`src/rtl/lfu_cache_table_defines.svh`:
```
// Assertion macros used by the top level of the cache table.
`ifndef LFU_CACHE_TABLE_DEFINES_SVH
`define LFU_CACHE_TABLE_DEFINES_SVH

// The consequent must hold in the same cycle as the antecedent.
`define LFU_ASSERT_SAME(lbl, clk, rst, ante, cons) \
   lbl: assert property (@(posedge clk) disable iff (rst) (ante) |-> (cons)) \
      else $error("lfu_cache_table: same-cycle check failed");

// The consequent must hold in the cycle after the antecedent.
`define LFU_ASSERT_NEXT(lbl, clk, rst, ante, cons) \
   lbl: assert property (@(posedge clk) disable iff (rst) (ante) |=> (cons)) \
      else $error("lfu_cache_table: next-cycle check failed");

`endif

```
`src/rtl/lfu_pkg.sv`:
```
// Shared types and constants of the LFU cache table.
package lfu_pkg;

   localparam int KEY_W      = 64;
   localparam int DATA_W     = 64;
   localparam int COUNT_W    = 32;
   localparam int STAMP_W    = 64;
   localparam int CAP_W      = 5;
   localparam int CSR_DATA_W = 32;
   localparam int CSR_ADDR_W = 2;

   localparam logic [CSR_ADDR_W-1:0] CAPACITY_ADDR  = 2'd0;
   localparam logic [CAP_W-1:0]      CAPACITY_RESET = 5'd16;
   localparam logic [COUNT_W-1:0]    COUNT_MAX      = '1;

   localparam logic OP_GET = 1'b0;
   localparam logic OP_SET = 1'b1;

   typedef struct packed {
      logic [KEY_W-1:0]   key;
      logic [DATA_W-1:0]  data;
      logic [COUNT_W-1:0] count;
      logic [STAMP_W-1:0] stamp;
   } entry_type;

   typedef struct packed {
      logic load;
      logic scan_start;
      logic write;
      logic emit;
   } cmd_type;

   typedef struct packed {
      logic cap_zero;
      logic scan_done;
      logic rsp_free;
   } status_type;

endpackage

```
`src/rtl/lfu_ram.sv`:
```
// Generic single-write, single-read RAM with registered read data.
module lfu_ram #(
   parameter int WIDTH = 8,
   parameter int DEPTH = 16
) (
   input  logic                                       clock,
   input  logic                                       wr_en,
   input  logic [(DEPTH > 1 ? $clog2(DEPTH) : 1)-1:0] wr_addr,
   input  logic [WIDTH-1:0]                           wr_data,
   input  logic [(DEPTH > 1 ? $clog2(DEPTH) : 1)-1:0] rd_addr,
   output logic [WIDTH-1:0]                           rd_data
);

   logic [WIDTH-1:0] mem_ff [DEPTH];
   logic [WIDTH-1:0] rd_data_ff;

   always_ff @(posedge clock) begin
      if (wr_en) begin
         mem_ff[wr_addr] <= wr_data;
      end
      rd_data_ff <= mem_ff[rd_addr];
   end

   assign rd_data = rd_data_ff;

endmodule

```
`src/rtl/lfu_ctrl.sv`:
```
// Sequencer that steps each beat through lookup scan, write-back and result (result only at zero capacity).
module lfu_ctrl (
   input  logic                clock,
   input  logic                reset,
   input  logic                req_valid,
   output logic                req_stall,
   input  lfu_pkg::status_type status,
   output lfu_pkg::cmd_type    cmd
);

   localparam logic [1:0] ST_IDLE   = 2'd0;
   localparam logic [1:0] ST_SCAN   = 2'd1;
   localparam logic [1:0] ST_WRITE  = 2'd2;
   localparam logic [1:0] ST_FINISH = 2'd3;

   logic [1:0] state_ff;
   logic [1:0] state_in;

   always_comb begin
      state_in = state_ff;
      cmd      = '0;
      unique case (state_ff)
         ST_IDLE: begin
            if (req_valid) begin
               cmd.load = 1'b1;
               if (status.cap_zero) begin
                  state_in = ST_FINISH;
               end else begin
                  cmd.scan_start = 1'b1;
                  state_in       = ST_SCAN;
               end
            end
         end
         ST_SCAN: begin
            if (status.scan_done) begin
               state_in = ST_WRITE;
            end
         end
         ST_WRITE: begin
            cmd.write = 1'b1;
            state_in  = ST_FINISH;
         end
         ST_FINISH: begin
            if (status.rsp_free) begin
               cmd.emit = 1'b1;
               state_in = ST_IDLE;
            end
         end
         default: begin
            state_in = ST_IDLE;
         end
      endcase
   end

   always_ff @(posedge clock) begin
      if (reset) begin
         state_ff <= ST_IDLE;
      end else begin
         state_ff <= state_in;
      end
   end

   assign req_stall = (state_ff != ST_IDLE);

endmodule

```
`src/rtl/lfu_dpath.sv`:
```
// Datapath: capacity register, entry RAM, valid bits, scan trackers, write-back and result register.
module lfu_dpath #(
   parameter int ENTRIES = 16
) (
   input  logic                                clock,
   input  logic                                reset,
   input  lfu_pkg::cmd_type                    cmd,
   output lfu_pkg::status_type                 status,
   input  logic                                req_op,
   input  logic signed [lfu_pkg::KEY_W-1:0]    req_key,
   input  logic signed [lfu_pkg::DATA_W-1:0]   req_value,
   input  logic                                csr_psel,
   input  logic                                csr_penable,
   input  logic                                csr_pwrite,
   input  logic [lfu_pkg::CSR_ADDR_W-1:0]      csr_paddr,
   input  logic [lfu_pkg::CSR_DATA_W-1:0]      csr_pwdata,
   output logic [lfu_pkg::CSR_DATA_W-1:0]      csr_prdata,
   output logic                                rsp_valid,
   input  logic                                rsp_stall,
   output logic                                rsp_hit,
   output logic signed [lfu_pkg::DATA_W-1:0]   rsp_read_value,
   output logic                                rsp_evicted,
   output logic signed [lfu_pkg::KEY_W-1:0]    rsp_evicted_key
);

   localparam int IDX_W  = (ENTRIES > 1) ? $clog2(ENTRIES) : 1;
   localparam int OCC_W  = $clog2(ENTRIES + 1);
   localparam int CMP_W  = (OCC_W > lfu_pkg::CAP_W) ? OCC_W : lfu_pkg::CAP_W;
   localparam logic [IDX_W-1:0] LAST_IDX = IDX_W'(ENTRIES - 1);
   localparam logic [CMP_W-1:0] ENT_X    = CMP_W'(ENTRIES);

   logic [lfu_pkg::CAP_W-1:0]   capacity_ff, capacity_in;
   logic                        op_ff, op_in;
   logic [lfu_pkg::KEY_W-1:0]   key_ff, key_in;
   logic [lfu_pkg::DATA_W-1:0]  value_ff, value_in;

   logic                        rd_active_ff, rd_active_in;
   logic [IDX_W-1:0]            rd_idx_ff, rd_idx_in;
   logic                        cmp_valid_ff, cmp_valid_in;
   logic [IDX_W-1:0]            cmp_idx_ff, cmp_idx_in;

   logic                        hit_ff, hit_in;
   logic [IDX_W-1:0]            match_idx_ff, match_idx_in;
   logic [lfu_pkg::DATA_W-1:0]  match_data_ff, match_data_in;
   logic [lfu_pkg::COUNT_W-1:0] match_count_ff, match_count_in;

   logic                        vic_found_ff, vic_found_in;
   logic [IDX_W-1:0]            vic_idx_ff, vic_idx_in;
   logic [lfu_pkg::KEY_W-1:0]   vic_key_ff, vic_key_in;
   logic [lfu_pkg::COUNT_W-1:0] vic_count_ff, vic_count_in;
   logic [lfu_pkg::STAMP_W-1:0] vic_stamp_ff, vic_stamp_in;

   logic                        free_found_ff, free_found_in;
   logic [IDX_W-1:0]            free_idx_ff, free_idx_in;
   logic                        evict_ff, evict_in;

   logic [ENTRIES-1:0]          valid_ff, valid_in;
   logic [OCC_W-1:0]            occ_ff, occ_in;
   logic [lfu_pkg::STAMP_W-1:0] stamp_ff, stamp_in;

   logic                        rsp_valid_ff, rsp_valid_in;
   logic                        rsp_hit_ff, rsp_hit_in;
   logic [lfu_pkg::DATA_W-1:0]  rsp_value_ff, rsp_value_in;
   logic                        rsp_evicted_ff, rsp_evicted_in;
   logic [lfu_pkg::KEY_W-1:0]   rsp_evkey_ff, rsp_evkey_in;

   lfu_pkg::entry_type          rd_entry;
   lfu_pkg::entry_type          wr_entry;
   logic                        wr_en;
   logic [IDX_W-1:0]            wr_slot;
   logic                        entry_ok;
   logic                        full;
   logic                        do_evict;
   logic                        do_insert;
   logic                        csr_write;

   lfu_ram #(
      .WIDTH ($bits(lfu_pkg::entry_type)),
      .DEPTH (ENTRIES)
   ) u_entry_ram (
      .clock   (clock),
      .wr_en   (wr_en),
      .wr_addr (wr_slot),
      .wr_data (wr_entry),
      .rd_addr (rd_idx_ff),
      .rd_data (rd_entry)
   );

   assign csr_write = csr_psel && csr_penable && csr_pwrite;
   assign csr_prdata = (csr_paddr == lfu_pkg::CAPACITY_ADDR) ?
                       lfu_pkg::CSR_DATA_W'(capacity_ff) : '0;

   assign entry_ok = valid_ff[cmp_idx_ff];
   assign full = (CMP_W'(occ_ff) >= CMP_W'(capacity_ff)) || (CMP_W'(occ_ff) >= ENT_X);
   assign do_evict  = (op_ff == lfu_pkg::OP_SET) && !hit_ff && full && vic_found_ff;
   assign do_insert = (op_ff == lfu_pkg::OP_SET) && !hit_ff && (do_evict || free_found_ff);
   assign wr_slot = hit_ff ? match_idx_ff : (do_evict ? vic_idx_ff : free_idx_ff);
   assign wr_en   = cmd.write && (hit_ff || do_insert);

   always_comb begin
      wr_entry.key   = key_ff;
      wr_entry.stamp = stamp_ff;
      if (hit_ff) begin
         wr_entry.data  = (op_ff == lfu_pkg::OP_SET) ? value_ff : match_data_ff;
         wr_entry.count = (match_count_ff == lfu_pkg::COUNT_MAX) ?
                          lfu_pkg::COUNT_MAX : match_count_ff + lfu_pkg::COUNT_W'(1);
      end else begin
         wr_entry.data  = value_ff;
         wr_entry.count = lfu_pkg::COUNT_W'(1);
      end
   end

   always_comb begin
      capacity_in    = capacity_ff;
      op_in          = op_ff;
      key_in         = key_ff;
      value_in       = value_ff;
      rd_active_in   = rd_active_ff;
      rd_idx_in      = rd_idx_ff;
      cmp_valid_in   = rd_active_ff;
      cmp_idx_in     = rd_idx_ff;
      hit_in         = hit_ff;
      match_idx_in   = match_idx_ff;
      match_data_in  = match_data_ff;
      match_count_in = match_count_ff;
      vic_found_in   = vic_found_ff;
      vic_idx_in     = vic_idx_ff;
      vic_key_in     = vic_key_ff;
      vic_count_in   = vic_count_ff;
      vic_stamp_in   = vic_stamp_ff;
      free_found_in  = free_found_ff;
      free_idx_in    = free_idx_ff;
      evict_in       = evict_ff;
      valid_in       = valid_ff;
      occ_in         = occ_ff;
      stamp_in       = stamp_ff;
      rsp_valid_in   = rsp_valid_ff && rsp_stall;
      rsp_hit_in     = rsp_hit_ff;
      rsp_value_in   = rsp_value_ff;
      rsp_evicted_in = rsp_evicted_ff;
      rsp_evkey_in   = rsp_evkey_ff;

      if (csr_write && (csr_paddr == lfu_pkg::CAPACITY_ADDR)) begin
         capacity_in = csr_pwdata[lfu_pkg::CAP_W-1:0];
      end

      if (cmd.load) begin
         op_in         = req_op;
         key_in        = req_key;
         value_in      = req_value;
         hit_in        = 1'b0;
         vic_found_in  = 1'b0;
         free_found_in = 1'b0;
         evict_in      = 1'b0;
      end

      if (cmd.scan_start) begin
         rd_active_in = 1'b1;
         rd_idx_in    = '0;
      end else if (rd_active_ff) begin
         if (rd_idx_ff == LAST_IDX) begin
            rd_active_in = 1'b0;
         end else begin
            rd_idx_in = rd_idx_ff + IDX_W'(1);
         end
      end

      if (cmp_valid_ff) begin
         if (entry_ok && !hit_ff && (rd_entry.key == key_ff)) begin
            hit_in         = 1'b1;
            match_idx_in   = cmp_idx_ff;
            match_data_in  = rd_entry.data;
            match_count_in = rd_entry.count;
         end
         if (entry_ok && (!vic_found_ff || (rd_entry.count < vic_count_ff) ||
             ((rd_entry.count == vic_count_ff) && (rd_entry.stamp < vic_stamp_ff)))) begin
            vic_found_in = 1'b1;
            vic_idx_in   = cmp_idx_ff;
            vic_key_in   = rd_entry.key;
            vic_count_in = rd_entry.count;
            vic_stamp_in = rd_entry.stamp;
         end
         if (!entry_ok && !free_found_ff) begin
            free_found_in = 1'b1;
            free_idx_in   = cmp_idx_ff;
         end
      end

      if (cmd.write) begin
         evict_in = do_evict;
         if (hit_ff || do_insert) begin
            stamp_in = stamp_ff + lfu_pkg::STAMP_W'(1);
         end
         if (do_insert) begin
            valid_in[wr_slot] = 1'b1;
            if (!do_evict) begin
               occ_in = occ_ff + OCC_W'(1);
            end
         end
      end

      if (cmd.emit) begin
         rsp_valid_in   = 1'b1;
         rsp_hit_in     = hit_ff;
         rsp_evicted_in = evict_ff;
         rsp_evkey_in   = evict_ff ? vic_key_ff : '0;
         if (hit_ff) begin
            rsp_value_in = match_data_ff;
         end else if (op_ff == lfu_pkg::OP_SET) begin
            rsp_value_in = '0;
         end else begin
            rsp_value_in = '1;
         end
      end
   end

   always_ff @(posedge clock) begin
      if (reset) begin
         capacity_ff   <= lfu_pkg::CAPACITY_RESET;
         rd_active_ff  <= 1'b0;
         cmp_valid_ff  <= 1'b0;
         hit_ff        <= 1'b0;
         vic_found_ff  <= 1'b0;
         free_found_ff <= 1'b0;
         evict_ff      <= 1'b0;
         valid_ff      <= '0;
         occ_ff        <= '0;
         stamp_ff      <= '0;
         rsp_valid_ff  <= 1'b0;
      end else begin
         capacity_ff   <= capacity_in;
         rd_active_ff  <= rd_active_in;
         cmp_valid_ff  <= cmp_valid_in;
         hit_ff        <= hit_in;
         vic_found_ff  <= vic_found_in;
         free_found_ff <= free_found_in;
         evict_ff      <= evict_in;
         valid_ff      <= valid_in;
         occ_ff        <= occ_in;
         stamp_ff      <= stamp_in;
         rsp_valid_ff  <= rsp_valid_in;
      end
   end

   always_ff @(posedge clock) begin
      op_ff          <= op_in;
      key_ff         <= key_in;
      value_ff       <= value_in;
      rd_idx_ff      <= rd_idx_in;
      cmp_idx_ff     <= cmp_idx_in;
      match_idx_ff   <= match_idx_in;
      match_data_ff  <= match_data_in;
      match_count_ff <= match_count_in;
      vic_idx_ff     <= vic_idx_in;
      vic_key_ff     <= vic_key_in;
      vic_count_ff   <= vic_count_in;
      vic_stamp_ff   <= vic_stamp_in;
      free_idx_ff    <= free_idx_in;
      rsp_hit_ff     <= rsp_hit_in;
      rsp_value_ff   <= rsp_value_in;
      rsp_evicted_ff <= rsp_evicted_in;
      rsp_evkey_ff   <= rsp_evkey_in;
   end

   assign status.cap_zero  = (capacity_ff == '0);
   assign status.scan_done = cmp_valid_ff && (cmp_idx_ff == LAST_IDX);
   assign status.rsp_free  = !rsp_valid_ff || !rsp_stall;

   assign rsp_valid       = rsp_valid_ff;
   assign rsp_hit         = rsp_hit_ff;
   assign rsp_read_value  = rsp_value_ff;
   assign rsp_evicted     = rsp_evicted_ff;
   assign rsp_evicted_key = rsp_evkey_ff;

endmodule

```
`src/rtl/lfu_cache_table.sv`:
```
// Top level of the LFU cache table: sequencer, datapath and configuration port.
// Each beat reads one slot per cycle from the entry RAM (registered read), then compares the last
// slot, does the write-back and loads the result register. A new beat is taken only once the
// sequencer is back in idle, after the previous result was loaded, so loading waits while an
// earlier result is stalled; with zero capacity the scan and write-back are skipped.
// Synchronous reset empties the table, zeroes the stamp and sets capacity to 16.
`include "lfu_cache_table_defines.svh"

module lfu_cache_table #(
   parameter int ENTRIES = 16
) (
   input  logic                                clock,
   input  logic                                reset,
   input  logic                                req_valid,
   output logic                                req_stall,
   input  logic                                req_op,
   input  logic signed [lfu_pkg::KEY_W-1:0]    req_key,
   input  logic signed [lfu_pkg::DATA_W-1:0]   req_value,
   output logic                                rsp_valid,
   input  logic                                rsp_stall,
   output logic                                rsp_hit,
   output logic signed [lfu_pkg::DATA_W-1:0]   rsp_read_value,
   output logic                                rsp_evicted,
   output logic signed [lfu_pkg::KEY_W-1:0]    rsp_evicted_key,
   input  logic                                csr_psel,
   input  logic                                csr_penable,
   input  logic                                csr_pwrite,
   input  logic [lfu_pkg::CSR_ADDR_W-1:0]      csr_paddr,
   input  logic [lfu_pkg::CSR_DATA_W-1:0]      csr_pwdata,
   output logic [lfu_pkg::CSR_DATA_W-1:0]      csr_prdata,
   output logic                                csr_pready
);

   lfu_pkg::cmd_type    cmd;
   lfu_pkg::status_type status;

   assign csr_pready = 1'b1;

   lfu_ctrl u_ctrl (
      .clock     (clock),
      .reset     (reset),
      .req_valid (req_valid),
      .req_stall (req_stall),
      .status    (status),
      .cmd       (cmd)
   );

   lfu_dpath #(
      .ENTRIES (ENTRIES)
   ) u_dpath (
      .clock           (clock),
      .reset           (reset),
      .cmd             (cmd),
      .status          (status),
      .req_op          (req_op),
      .req_key         (req_key),
      .req_value       (req_value),
      .csr_psel        (csr_psel),
      .csr_penable     (csr_penable),
      .csr_pwrite      (csr_pwrite),
      .csr_paddr       (csr_paddr),
      .csr_pwdata      (csr_pwdata),
      .csr_prdata      (csr_prdata),
      .rsp_valid       (rsp_valid),
      .rsp_stall       (rsp_stall),
      .rsp_hit         (rsp_hit),
      .rsp_read_value  (rsp_read_value),
      .rsp_evicted     (rsp_evicted),
      .rsp_evicted_key (rsp_evicted_key)
   );

   `LFU_ASSERT_SAME(a_load_on_accept, clock, reset, cmd.load, req_valid && !req_stall)
   `LFU_ASSERT_SAME(a_scan_while_busy, clock, reset, status.scan_done, req_stall)
   `LFU_ASSERT_NEXT(a_single_write, clock, reset, cmd.write, !cmd.write)
   `LFU_ASSERT_NEXT(a_emit_shows_result, clock, reset, cmd.emit, rsp_valid)

endmodule

```
`config.mk`:
```
export PLATFORM = sky130hd
export DESIGN_NAME = lfu_cache_table
export DESIGN_NICKNAME = d
export VERILOG_FILES = /design/src/rtl/lfu_pkg.sv /design/src/rtl/lfu_ram.sv /design/src/rtl/lfu_ctrl.sv /design/src/rtl/lfu_dpath.sv /design/src/rtl/lfu_cache_table.sv
export VERILOG_INCLUDE_DIRS = /design/src /design/src/rtl
export SDC_FILE = /design/constraint.sdc
export NUM_CORES = 2
export LEC_CHECK = 0
export ABC_AREA = 1
export ABC_CLOCK_PERIOD_IN_PS = 22400
export CORE_MARGIN = 2
export CORE_UTILIZATION = 30
export CTS_CLUSTER_DIAMETER = 30
export CTS_CLUSTER_SIZE = 24
export DETAILED_ROUTE_END_ITERATION = 6
export DONT_BUFFER_PORTS = 1
export PLACE_DENSITY = 0.43
export SYNTH_ARGS = -nofsm -noshare
export SYNTH_HDL_FRONTEND = slang
export SYNTH_SLANG_ARGS = --single-unit
```
`constraint.sdc`:
```
create_clock -name clock -period 22.4 [get_ports clock]
set_input_delay 2.24 -clock clock [delete_from_list [all_inputs] [get_ports clock]]
set_output_delay 2.24 -clock clock [all_outputs]
set_load 0.005 [all_outputs]
```
==> out/results.tsv <==
metric	value	unit
post-route core utilization	0.371	
grt total ovfl	0	
clk slew on worst S/H paths	0.05	ns
first-pass iteration count of the detailed router	5	
number of synthesized flops with an enable pin	4111	
post-CTS sizing	0	
Core Footprint	569000	µm²
Worst Path Arrival	7.25	ns
I/O Pins	335	
Post-synth top cells	4,111 x edfxtp_1, 2,187 x nor2_1, 1,016 x o21ai_0, 1,009 x nand2_1, 541 x o32ai_1	
count leader, synth	edfxtp_1	
global-route wire length before repair	724000	µm
Post-CTS Setup Bufs	0	
Initial Util	0.301	
cell area after synthesis	172000	µm²
Comb pwr share	0.154	
DR WL/cell	23.7	µm
relative slew slack	0.157	
final WL	499000	µm
register area share after synthesis	0.758	
RD Place Congestion	0.788	
Clock Skews	0.0640	ns
Sequential Power Share	0.359	
Synth Instances	12300	
top-area cell type share of the netlist area	0.719	
die width	760	µm
number of global-route vias before repair	104000	
Final Max Slew Viols	0	
Post-synth ARST share	0	
initial antenna violation count	43	
switching part of the total	0.279	
Worst Path Class, Setup	reg2reg	
static leakage	70.4	nW
pin count of the biggest net entering global routing	204	
layout overhead on the synthesized area	23.1	%
flops & latches, synth	4442	
CP endpoint kind	flop	
internal power	19.9	mW
Max Cap Viol	0	
buffers added on ports	0	
CP max FO	76	
std cell rows	277	
RSZ-0062 raised after global routing	no	
vias per std cell	4.92	
DIE AREA	578000	µm²
power per cell area	131	nW/µm²
clock sink total	4442	
Least-Margin Pin Slew	1.25	ns
worst vdd ir	0.000143	V
DP HPWL	241000	µm
Fin. Hold Viols	0	
total power draw	27.6	mW
Synth cell types	55	
Synthesis Warnings	0	
Synth Flop Type	edfxtp_1	
Clock Latency Late Sink	1.13	ns
status	finished, final reports clean	
Die Span Y	760	µm
Final period util	0.292	
Vias	104000	
TritonCTS clock tree	built	
ANT nets after route	0	
Final TNS setup	0	ns
Min-Delay Path Class	reg2reg	
CTS Hold Bufs	0	
required time worst endpoint	23.10	ns
fmax	153	MHz
Clock Root Buffer	clkbuf_16	
CTS Buf Count	890	
fin nets	13000	
Post-Syn Area per Cell	13.9	µm²
crit start category	flop	
DR DRC count	0	
Clk pwr share	0.488	
Max H-tree Level	6	
Psw	7.70	mW
GR Util All Layers	0.166	
# setup viols final	0	
largest cells by area after synthesis	edfxtp_1 72%, nor2_1 4.8%, dfxtp_1 3.9%	
fin crit period	6.55	ns
Synth area leader	edfxtp_1	
initial DRC count	8330	
layout cells sized above 1	0.132	
Bufs on Longest Clock Path	4	
cells in the final DEF, fill, tap and decap left out, drive strengths merged, types with 4 or more instances in the layout:
cell type	instances
clkinv	307
o211ai	99
mux2i	355
o22ai	4
nand3	436
clkbuf	1129
or2	22
o32ai	541
nand2	1013
nand4	64
buf	241
nor3b	9
o221ai	355
clkinvlp	88
ha	108
edfxtp	4111
diode	21
a21oi	214
o2111ai	4
nor2	2197
inv	490
nand3b	7
nor4	27
o21ai	1024
conb	28
nor3	76
bufinv	127
a31oi	9
xor2	55
dfxtp	331
xnor2	32
sequential cells by signal (all words and copies together) (netlist names), 2 cells and up:
register,count
u_dpath.vic_count_ff,32
u_dpath.u_entry_ram.rd_data,224
u_dpath.capacity_ff,5
u_dpath.vic_stamp_ff,64
u_dpath.vic_idx_ff,4
u_dpath.valid_ff,16
u_dpath.cmp_idx_in,4
u_dpath.rsp_evicted_key,64
u_dpath.rsp_read_value,64
u_dpath.occ_ff,5
u_dpath.cmp_idx_ff,4
u_ctrl.state_ff,2
u_dpath.stamp_ff,64
u_dpath.u_entry_ram.mem_ff,3584
u_dpath.key_ff,64
u_dpath.vic_key_ff,64
u_dpath.value_ff,64
u_dpath.match_idx_ff,4
u_dpath.match_data_ff,64
u_dpath.match_count_ff,32
u_dpath.free_idx_ff,4
metrics by stage:
| step | std cells | setup WS [ns] | hold slack (ns) | instance area [µm²] |
|---|---|---|---|---|
| final | 21100 | 15.85 | 0.392 | 211000 |
| after floorplan | 12400 | 4.53 | 0.329 | 172000 |
| after global routing | 21100 | 15.50 | 0.393 | 211000 |
| after CTS | 21100 | 15.69 | 0.392 | 211000 |
| after detailed placement | 19400 | 15.71 | 0.389 | 180000 |
| after global placement | 19400 | 15.69 | 0.386 | 180000 |
layer usage:
layer | global-route usage | part of all wire | vias up
li1 | - | - | 47200
met1 | 0.239 | 0.47 | 53100
met5 | 0 | 0.00011 | -
met4 | 0.0387 | 0.019 | 8
met2 | 0.266 | 0.46 | 2614
met3 | 0.0245 | 0.049 | 718
final timing paths:
kind / start / endpoint / slack, ns / cells after the start
worst min-delay path: u_dpath.u_entry_ram.rd_data[116] / u_dpath.match_data_ff[20] / 0.39 / 0
worst min register to register: u_dpath.u_entry_ram.rd_data[116] / u_dpath.match_data_ff[20] / 0.39 / 0
worst max-delay path: u_dpath.capacity_ff[4] / u_dpath.u_entry_ram.mem_ff[15][98] / 15.85 / 15
worst max register to register: u_dpath.capacity_ff[4] / u_dpath.u_entry_ram.mem_ff[15][98] / 15.85 / 15
worst max-delay path: stages (launching register included):
cell and delay, ns:
dfxtp_1 0.33, inv_1 0.08, ha_1 0.30, nand2_1 0.08, nor2_1 0.10, nand2_1 0.05
nand2_1 0.48, nand2_1 0.23, a21oi_4 0.52, nor2_4 0.03, buf_4 0.40, nor3_2 0.30
buf_4 0.66, buf_4 0.98, buf_4 0.74, buf_4 0.74
power groups by stage:
stage	combinational, mW	sequential (mW)	clock, mW
floorplan	3.11	9.89	0
global placement	4.32	10.1	0
detailed placement	4.30	10.1	0
CTS	4.32	9.92	13.7
global route	4.75	9.95	14.1
finish	4.25	9.92	13.5
kinds of logic (layout without fill, tap and decap cells):
logic type / after synthesis / count (layout) / share of synthesized area
compound gates: 2262 / 2262 / 0.0876
buf+inv: 1232 / 2382 / 0.0300
other cells: 2 / 49 / 0.0000438
simple gates: 3855 / 3855 / 0.0913
xor+xnor: 87 / 87 / 0.00444
flops: 4442 / 4442 / 0.758
mux: 355 / 355 / 0.0207
fa+ha+maj: 108 / 108 / 0.00787
final cells by class:
cell class / count / area [µm²]
fillers: 54200 / 358000
inverters: 455 / 1760
diodes: 21 / 52.6
clock inverters: 557 / 7050
clock buffers: 1129 / 24100
flip-flops and latches: 4442 / 130000
well taps: 7533 / 9430
multi-input cells: 6695 / 36600
repair buffers: 241 / 2170
Power figures use the tool's default switching activity.
